[src/design/cts_pkg.sv]
// ----------------------------------------------------------------------------
// cts_pkg: shared definitions for the calorimeter tower selector
// Field widths, command, register and verdict codes, and the control and
// status bundles passed between the controller and the datapath.
// ----------------------------------------------------------------------------
package cts_pkg;

  localparam int TOWER_W     = 13;
  localparam int ENERGY_W    = 16;
  localparam int ETA_W       = 15;
  localparam int LEVEL_W     = 15;
  localparam int COSH_W      = 16;
  localparam int VERDICT_W   = 2;
  localparam int CFG_INDEX_W = 3;
  localparam int CFG_DATA_W  = 15;

  // Eta is Q3.12 and the cosh table steps in 1/256, so drop four bits.
  localparam int ETA_SHIFT   = 4;
  // Cosh entries are Q6.10.
  localparam int Q10_SHIFT   = 10;

  localparam logic CMD_SELECT = 1'b0;
  localparam logic CMD_MARK   = 1'b1;

  localparam logic [CFG_INDEX_W-1:0] REG_ET_MIN_ENABLE      = 3'd0;
  localparam logic [CFG_INDEX_W-1:0] REG_ET_MAX_ENABLE      = 3'd1;
  localparam logic [CFG_INDEX_W-1:0] REG_ET_MIN_LEVEL       = 3'd2;
  localparam logic [CFG_INDEX_W-1:0] REG_ET_MAX_LEVEL       = 3'd3;
  localparam logic [CFG_INDEX_W-1:0] REG_KILL_EVENT_ON_HIGH = 3'd4;

  localparam logic [VERDICT_W-1:0] VERDICT_ACCEPT       = 2'd0;
  localparam logic [VERDICT_W-1:0] VERDICT_REJECT_TOWER = 2'd1;
  localparam logic [VERDICT_W-1:0] VERDICT_REJECT_EVENT = 2'd2;

  typedef struct packed {
    logic clear_step;  // write one zero of the reset sweep
    logic capture;     // select item transfer: lookups start
    logic mark;        // mark item transfer: set the bad bit
    logic mult;        // form the threshold products
    logic load_out;    // load the verdict into the output register
  } ctrl_cmd_t;

  typedef struct packed {
    logic is_mark;     // item offered on the input is a mark command
    logic clear_last;  // sweep is at the last tower
    logic out_free;    // output register can take a verdict this cycle
  } ctrl_status_t;

endpackage

[src/design/cts_ctrl.sv]
// ----------------------------------------------------------------------------
// cts_ctrl: sequencing state machine
// Runs the reset sweep of the bad map, then steps each select item through
// lookup, multiply and compare while mark items complete on transfer.
// ----------------------------------------------------------------------------
module cts_ctrl (
  input  logic                  clk,
  input  logic                  rst,
  input  logic                  in_valid,
  output logic                  in_ready,
  input  cts_pkg::ctrl_status_t status,
  output cts_pkg::ctrl_cmd_t    cmd
);

  localparam logic [1:0] S_CLEAR = 2'd0;
  localparam logic [1:0] S_IDLE  = 2'd1;
  localparam logic [1:0] S_MULT  = 2'd2;
  localparam logic [1:0] S_CMP   = 2'd3;

  logic [1:0] state;
  logic [1:0] state_next;

  assign in_ready = (state == S_IDLE);

  always_comb begin
    cmd            = '0;
    cmd.clear_step = (state == S_CLEAR);
    cmd.capture    = (state == S_IDLE) && in_valid && !status.is_mark;
    cmd.mark       = (state == S_IDLE) && in_valid && status.is_mark;
    cmd.mult       = (state == S_MULT);
    cmd.load_out   = (state == S_CMP) && status.out_free;
  end

  always_comb begin
    state_next = state;
    unique case (state)
      S_CLEAR: begin
        if (status.clear_last) state_next = S_IDLE;
      end
      S_IDLE: begin
        if (cmd.capture) state_next = S_MULT;
      end
      S_MULT: begin
        state_next = S_CMP;
      end
      S_CMP: begin
        if (status.out_free) state_next = S_IDLE;
      end
      default: begin
        state_next = S_CLEAR;
      end
    endcase
  end

  always_ff @(posedge clk) begin
    if (rst) begin
      state <= S_CLEAR;
    end else begin
      state <= state_next;
    end
  end

endmodule

[config.mk]
export PLATFORM = sky130hd
export DESIGN_NAME = cts_ctrl
export DESIGN_NICKNAME = d
export VERILOG_FILES = /design/src/design/cts_pkg.sv /design/src/design/cts_ctrl.sv
export SDC_FILE = /design/constraint.sdc
export NUM_CORES = 1
export LEC_CHECK = 0
export ABC_AREA = 1
export BUFFER_PORTS_ARGS = -buffer_cell sky130_fd_sc_hd__buf_2
export CAP_MARGIN = 20
export CELL_PAD_IN_SITES_DETAIL_PLACEMENT = 0
export CELL_PAD_IN_SITES_GLOBAL_PLACEMENT = 1
export CORE_AREA = 2 2 39 41
export CTS_CLUSTER_SIZE = 30
export DETAILED_ROUTE_END_ITERATION = 16
export DIE_AREA = 0 0 41 43
export GPL_TIMING_DRIVEN = 1
export HOLD_SLACK_MARGIN = 0.15
export PLACE_DENSITY = 0.57
export SYNTH_ARGS = -nofsm -noshare
export SYNTH_HDL_FRONTEND = slang
export SYNTH_SLANG_ARGS = --single-unit
[constraint.sdc]
create_clock -name clk -period 1.1 [get_ports clk]
set_clock_uncertainty 0.05 [all_clocks]
set_input_delay 0.22 -clock clk [delete_from_list [all_inputs] [get_ports clk]]
set_output_delay 0.22 -clock clk [all_outputs]
set_load 0.01 [all_outputs]
After elaboration in Yosys (flattened, before gate mapping)
Cells that the tools add are included.
{ "classes": {"n_eq_ne": 6, "muxes": 4, "n_reduce_logical": 7} }
{ "op_table": {"columns": ["cell", "count"], "rows": [
  ["$pmux 2 s4", 1],
  ["$mux 2", 3],
  ["$eq 2x2->1 const B", 2],
  ["$logic_and 1x1->1", 4],
  ["$ne 2x2->1 const B", 2],
  ["$reduce_and 3->1", 1],
  ["$eq 2x1->1 const B", 1],
  ["$logic_not 2->1", 1],
  ["$ne 2x1->1 const B", 1],
  ["$logic_not 1->1", 1]
]} }
{ "word_totals": {"ff_bits": 2, "input_bits": 6, "wordCells": 18} }

Longest topological paths before layout
Gate-level depths: netlist of the first run.
{ "depth": {"depth_word": 5, "ltp_mapped": 8, "depth_no_buf": 8} }

Worst setup path after synthesis of the first run
Ideal clock, no wire load.
{ "synth_path": {"kind": "reg2out", "startpoint": "register state[1]", "endpoint": "output cmd[2] (netlist name)", "t_arrival_ps": 1055, "required_time_ps": 830, "setup_slack_ps": -225, "stages_incl_launch_ff": 5, "n_path_buf": 0, "path_cell_list": "dfxtp_1 inv_1 ha_1 inv_1 nor3_1"} }
{ "synth_lines": {"columns": ["item", "line_no", "source"], "rows": [
  ["start, declared", "cts_ctrl.sv:20", "logic [1:0] state;"],
  ["start signal, assigned", "cts_ctrl.sv:59", "state <= state_next;"],
  ["end, declared", "cts_ctrl.sv:12", "output cts_pkg::ctrl_cmd_t cmd"]
]} }

==> impl_metrics.py, run 1 <==
metrics = {
    "status": {
        "status": "finished, violations left",
        "violations": "negative setup slack",
    },
    "logic_synthesis": {
        "syn_inst": 35,
        "yosysTopAreaCell": "ha_1",
        "avgSynthCellArea_sq_um": 6.79,
        "synth_area_sq_um": 238,
        "synth_top_area_frac": 0.263,
        "ys_types": 13,
        "syn-num-nets": 46,
        "ys_seq_area_frac": 0.168,
        "synth_area_leaders": "ha_1 26%, dfxtp_1 17%, inv_1 16%, nor2_1 6.3%, nand2_2 5.3%",
        "yosysWarningCount": 0,
        "synth-seq-cells": 2,
    },
    "pwr": {
        "power.leakage_nw": 0.251,
        "powerDensity_nw_per_um2": 2350,
        "clock_power_share": 0.148,
        "ir_worst_vdd_mv": 1.04,
        "seqPwrFrac": 0.154,
        "power.internal_w": 0.000633,
        "swShare": 0.428,
        "p_switching_w": 0.000473,
        "comb_power_share": 0.697,
    },
    "timing": {
        "slew_violations": 0,
        "hold_viol": 0,
        "timing.hold.ws_ns": 0.179,
        "period_minus_slack_ns": 1.31,
        "rsz0062_at_grt": "yes",
        "setup_viol": 8,
        "slew_headroom": 0.882,
        "worst-slew-pin-transition_ns": 0.177,
        "setup_slack_ns": -0.213,
        "fmax_mhz": 762,
        "post-route-period-util": 1.19,
    },
    "grt": {
        "grt_pass1_vias": 233,
        "grt_max_degree": 6,
        "antenna_found_initial": 0,
        "grt_pass1_wl_um": 897,
        "grtUsageTotal": 0.0802,
        "overflow": 0,
    },
    "clock_network": {
        "h-tree-depth": 1,
        "clkLatencyLatePin_ns": 0.22,
        "cts_num_sinks": 2,
        "root_buffer": "clkbuf_4",
        "clk_pin_slew_ns": 0.03,
        "cts_made_buffers": 3,
        "clk_path_buf_depth": 2,
        "cts_tree": "done",
        "hold_buffers": 0,
    },
    "placed_design": {
        "dp_hpwl_um": 382,
        "io_buffers": 11,
        "place_congestion": 0.686,
        "numPlacedInstances": 63,
    },
    "die": {
        "floorplan.die.width_um": 41,
        "io_pins": 12,
        "initial_utilization": 0.172,
        "core-area_sq_um": 1380,
        "row_count": 14,
        "dieArea_sq_um": 1760,
        "die_h_um": 43,
    },
    "cells_and_area": {
        "fin_cells": 70,
        "mostFrequentLayoutCells": "9 x buf_2, 6 x inv_1, 4 x inv_2, 4 x nor2_1, 4 x buf_4",
        "final_layout_size_suffix_gt1_frac": 0.722,
        "antenna_cells": 0,
        "area_delta_synth_final_pct": 97.9,
        "largest_register": "state",
        "top_regs": "state (2)",
        "largest_reg_flops": 2,
        "fin_nets": 67,
        "layout_commonest_cell": "buf_2",
    },
    "run": {
        "maxCapViolCount": 0,
    },
    "drt": {
        "via_count": 260,
        "wl_per_cell_um": 8.21,
        "dr.first_iter.drc_count": 4,
        "first_pass_iters": 3,
        "drtAntennaViolNets": 0,
        "via_per_inst": 3.71,
        "route.detailed.drc": 0,
        "wl_um": 575,
    },
    "worst_setup_path": {
        "required_ns": 0.83,
        "arrival_ns": 1.04,
        "critPathKind": "reg2out",
        "startpoint": "state[1]$_SDFFE_PP0P_",
        "worstPathMaxFanout": 3,
        "reg2reg_depth": 9,
        "r2r_setup_slack_ns": -0.05,
        "start_kind": "flop",
        "critPathCapture": "cmd[3]",
        "worst_r2r_endpoint": "state[1]$_SDFFE_PP0P_",
        "cp-end-kind": "primary output",
        "r2r-start": "state[1]$_SDFFE_PP0P_",
    },
    "worst_hold_path": {
        "holdCritPathClass": "in2reg",
    },
}
## worst min-delay path by stage
stage,start,endpoint,slack [ns],depth (start not counted)
3_3_place_gp,rst,state[0]$_SDFFE_PP0P_,0.42,4
3_5_place_dp,rst,state[0]$_SDFFE_PP0P_,0.42,4
2_1_floorplan,rst,state[0]$_SDFFE_PP0P_,0.32,3
5_1_grt,rst,state[0]$_SDFFE_PP0P_,0.18,4
6_report,rst,state[1]$_SDFFE_PP0P_,0.18,4
4_1_cts,rst,state[0]$_SDFFE_PP0P_,0.17,4
## cell type report
cell class                 instances  area [sq um]
clock buffer                       3          22.5
tap                               16          20.0
timing repair buffer              16           109
fill                             148           913
sequential                         2          45.0
multi-input combinational         22           230
inverter                          11          43.8
## critical path, stage by stage, from the launching register on
cell	delay, ns
dfxtp_2	0.32
inv_2	0.08
ha_4	0.14
inv_4	0.04
nor3_4	0.09
buf_2	0.15
## layer usage
layer  up-vias  part of all wire  wire, um  GRT usage
li1        140                 -         -          -
met1       113              0.43       248     0.0895
met2         7              0.50       288      0.116
met3         0             0.064        37     0.0314
met4         0                 0         0     0.0600
met5         -                 0         0          0
## synthesized netlist by cell type
cell	number
a21oi_2	1
dfxtp_1	2
ha_1	5
inv_1	10
inv_2	1
nand2_1	3
nand2_2	2
nand2_4	1
nand3_1	2
nor2_1	4
nor2_2	1
nor3_1	2
o21ai_2	1
## cells by family after synthesis
| group | share of synthesized area |
|---|---|
| AO/OA/AOI/OAI | 0.0737 |
| adder cells (fa/ha/maj) | 0.263 |
| buffers and inverters | 0.174 |
| flip-flops | 0.168 |
| AND/OR/NAND/NOR | 0.321 |
## power groups by stage
stage	Combinational, W	Sequential [W]	Clock, W
CTS	0.000705	0.000172	0.000176
detailed placement	0.000502	0.000161	0
global placement	0.000502	0.000160	0
floorplan	0.000381	0.000150	0
finish	0.000771	0.000171	0.000164
global route	0.000850	0.000172	0.000191
## per-stage QoR
step	cell area, sq um	util	total power, W	setup slack (ns)	setup TNS, ns
2_1_floorplan	272	-	0.000531	-0.00853	-0.0170
3_3_place_gp	354	0.256	0.000663	-0.0762	-0.231
3_5_place_dp	354	0.256	0.000662	-0.0786	-0.225
4_1_cts	453	0.327	0.00105	-0.225	-1.33
5_1_grt	470	0.340	0.00121	-0.287	-1.70
6_report	470	0.340	0.00111	-0.213	-1.24
## what timing repair did
action | in CTS | in global routing
buffers inserted | 3 | 1
resized for setup | 11 | 3
setup endpoints to repair | 8 | 8
pin swaps | 6 | 3
(Power assumes the default switching activity.)
==> run 2, diff against run 1 <==
--- a/config.mk
+++ b/config.mk
@@ -6,7 +6,8 @@
 export NUM_CORES = 1
 export LEC_CHECK = 0
 export ABC_AREA = 1
-export BUFFER_PORTS_ARGS = -buffer_cell sky130_fd_sc_hd__buf_2
+export ABC_CLOCK_PERIOD_IN_PS = 1060
+export BUFFER_PORTS_ARGS = -buffer_cell sky130_fd_sc_hd__clkbuf_2
 export CAP_MARGIN = 20
 export CELL_PAD_IN_SITES_DETAIL_PLACEMENT = 0
 export CELL_PAD_IN_SITES_GLOBAL_PLACEMENT = 1
==> constraint.sdc (replaced) <==
create_clock -name clk -period 1.06 [get_ports clk]
set_clock_uncertainty 0.05 [all_clocks]
set_input_delay 0.212 -clock clk [delete_from_list [all_inputs] [get_ports clk]]
set_output_delay 0.212 -clock clk [all_outputs]
set_load 0.01 [all_outputs]
==> impl_metrics.py, run 2 (synthesis results as in run 1) <==
metrics = {
    "die": {
        "io_pins": 12,
        "dieArea_sq_um": 1760,
        "row_count": 14,
        "initial_utilization": 0.172,
        "core-area_sq_um": 1380,
        "die_h_um": 43,
        "floorplan.die.width_um": 41,
    },
    "pwr": {
        "p_switching_w": 0.000451,
        "seqPwrFrac": 0.167,
        "swShare": 0.424,
        "power.leakage_nw": 0.243,
        "comb_power_share": 0.655,
        "powerDensity_nw_per_um2": 2380,
        "power.internal_w": 0.000612,
        "clock_power_share": 0.177,
        "ir_worst_vdd_mv": 0.532,
    },
    "cells_and_area": {
        "antenna_cells": 0,
        "final_layout_size_suffix_gt1_frac": 0.709,
        "stdcell_area_sq_um": 447,
        "top_regs": "state (2)",
        "fin_nets": 67,
        "final_core_util": 0.323,
        "n_fill_cell": 151,
        "layout_commonest_cell": "clkbuf_2",
        "largest_reg_flops": 2,
        "area_delta_synth_final_pct": 87.9,
        "largest_register": "state",
        "mostFrequentLayoutCells": "9 x clkbuf_2, 6 x inv_1, 4 x nor2_1, 4 x buf_4",
    },
    "clock_network": {
        "clk_pin_slew_ns": 0.03,
        "h-tree-depth": 1,
        "cts_made_buffers": 3,
        "hold_buffers": 0,
        "clk_path_buf_depth": 2,
        "root_buffer": "clkbuf_4",
        "cts_num_sinks": 2,
        "cts_tree": "done",
        "clkLatencyLatePin_ns": 0.23,
    },
    "timing": {
        "slew_violations": 0,
        "period_minus_slack_ns": 1.29,
        "timing.hold.ws_ns": 0.171,
        "slew_headroom": 0.882,
        "setup_slack_ns": -0.232,
        "hold_viol": 0,
        "setup_tns_ns": -1.44,
        "post-route-period-util": 1.22,
        "worst-slew-pin-transition_ns": 0.176,
        "rsz0062_at_grt": "yes",
        "fmax_mhz": 774,
        "setup_viol": 8,
    },
    "worst_setup_path": {
        "worstPathMaxFanout": 3,
        "start_kind": "flop",
        "cp_cell_sequence": "inv_4 > ha_4 > buf_4 > clkbuf_2",
        "critical_path.slowest_cell": "dfxtp_2",
        "cp-end-kind": "primary output",
        "arrival_ns": 1.03,
        "critPathKind": "reg2out",
        "required_ns": 0.80,
        "slowest_delay_ns": 0.35,
        "critPathBufInv": 3,
        "path_delay_family": "flip-flops",
    },
    "drt": {
        "via_per_inst": 3.56,
        "wl_um": 509,
        "drtAntennaViolNets": 0,
        "wl_per_cell_um": 7.17,
        "route.detailed.drc": 0,
        "first_pass_iters": 2,
        "dr.first_iter.drc_count": 2,
        "via_count": 253,
    },
    "grt": {
        "antenna_found_initial": 0,
        "overflow": 0,
        "grt_pass1_vias": 222,
        "grtUsageTotal": 0.0764,
        "grt_max_degree": 6,
        "grt_pass1_wl_um": 834,
    },
    "worst_hold_path": {
        "holdCritPathClass": "in2reg",
    },
    "run": {
        "maxCapViolCount": 0,
    },
    "placed_design": {
        "dpl_cell_area_sq_um": 379,
        "dp_hpwl_um": 421,
        "place_congestion": 0.673,
        "io_buffers": 11,
    },
    "status": {
        "violations": "negative setup slack",
        "status": "finished, violations left",
    },
}
## run 2: cell count changes in the layout (fill, tap and decap cells not counted), moves of 2 or more
cell	previous run	this run
buf_2	9	2
clkbuf_2	0	9
buf_6	3	1
ha_2	0	2
## run 2: final cells by class
cell class	count	area (sq um)	share of cell area
Tap cell	16	20.0	0.0448
Inverter	11	46.3	0.104
Multi-Input combinational cell	22	213	0.476
Timing Repair Buffer	16	96.3	0.216
Sequential cell	2	45.0	0.101
Clock buffer	4	26.3	0.0588
## run 2: what timing repair did
item,CTS,global route
buffers inserted,2,1
endpoints found under the setup margin,8,8
gates resized for setup,5,3
cloned,0,0
pin swaps,6,0
## run 2: metrics by stage
step                setup slack, ns  power (W)  cells
floorplan                   -0.0201   0.000619     35
global placement            -0.0874   0.000789     64
detailed placement          -0.0892   0.000786     64
CTS                          -0.259    0.00106     70
global route                 -0.294    0.00119     71
finish                       -0.232    0.00106     71
## run 2: worst reg2reg max path, cell delays in order, from the launching register on
cell and delay [ns]:
dfxtp_4 0.38, ha_4 0.15, inv_4 0.04, buf_4 0.12, a21oi_2 0.11, nor2_2 0.06
nor2_1 0.08, nor2_1 0.05
## run 2: path summary, 6_finish.rpt
path,from,to,slack [ns],depth (start not counted)
max,state[1]$_SDFFE_PP0P_,in_ready,-0.23,4
min,rst,state[1]$_SDFFE_PP0P_,0.17,4
max reg2reg,state[0]$_SDFFE_PP0P_,state[1]$_SDFFE_PP0P_,-0.09,7
min reg2reg,state[0]$_SDFFE_PP0P_,state[0]$_SDFFE_PP0P_,0.49,2
## run 2: routing by layer
layer | vias to the layer above | track usage | share of wire
met2 | 6 | 0.0875 | 0.53
met1 | 106 | 0.0968 | 0.42
met4 | 0 | 0.100 | 0
li1 | 141 | - | -
met3 | 0 | 0.0157 | 0.045
met5 | - | 0 | 0
## run 2: power by group through the flow
stage,clock network [W],registers (W),logic [W]
after floorplan,0,0.000170,0.000449
after global placement,0,0.000175,0.000614
after detailed placement,0,0.000177,0.000608
after CTS,0.000200,0.000178,0.000685
after global routing,0.000201,0.000187,0.000803
final,0.000189,0.000178,0.000697
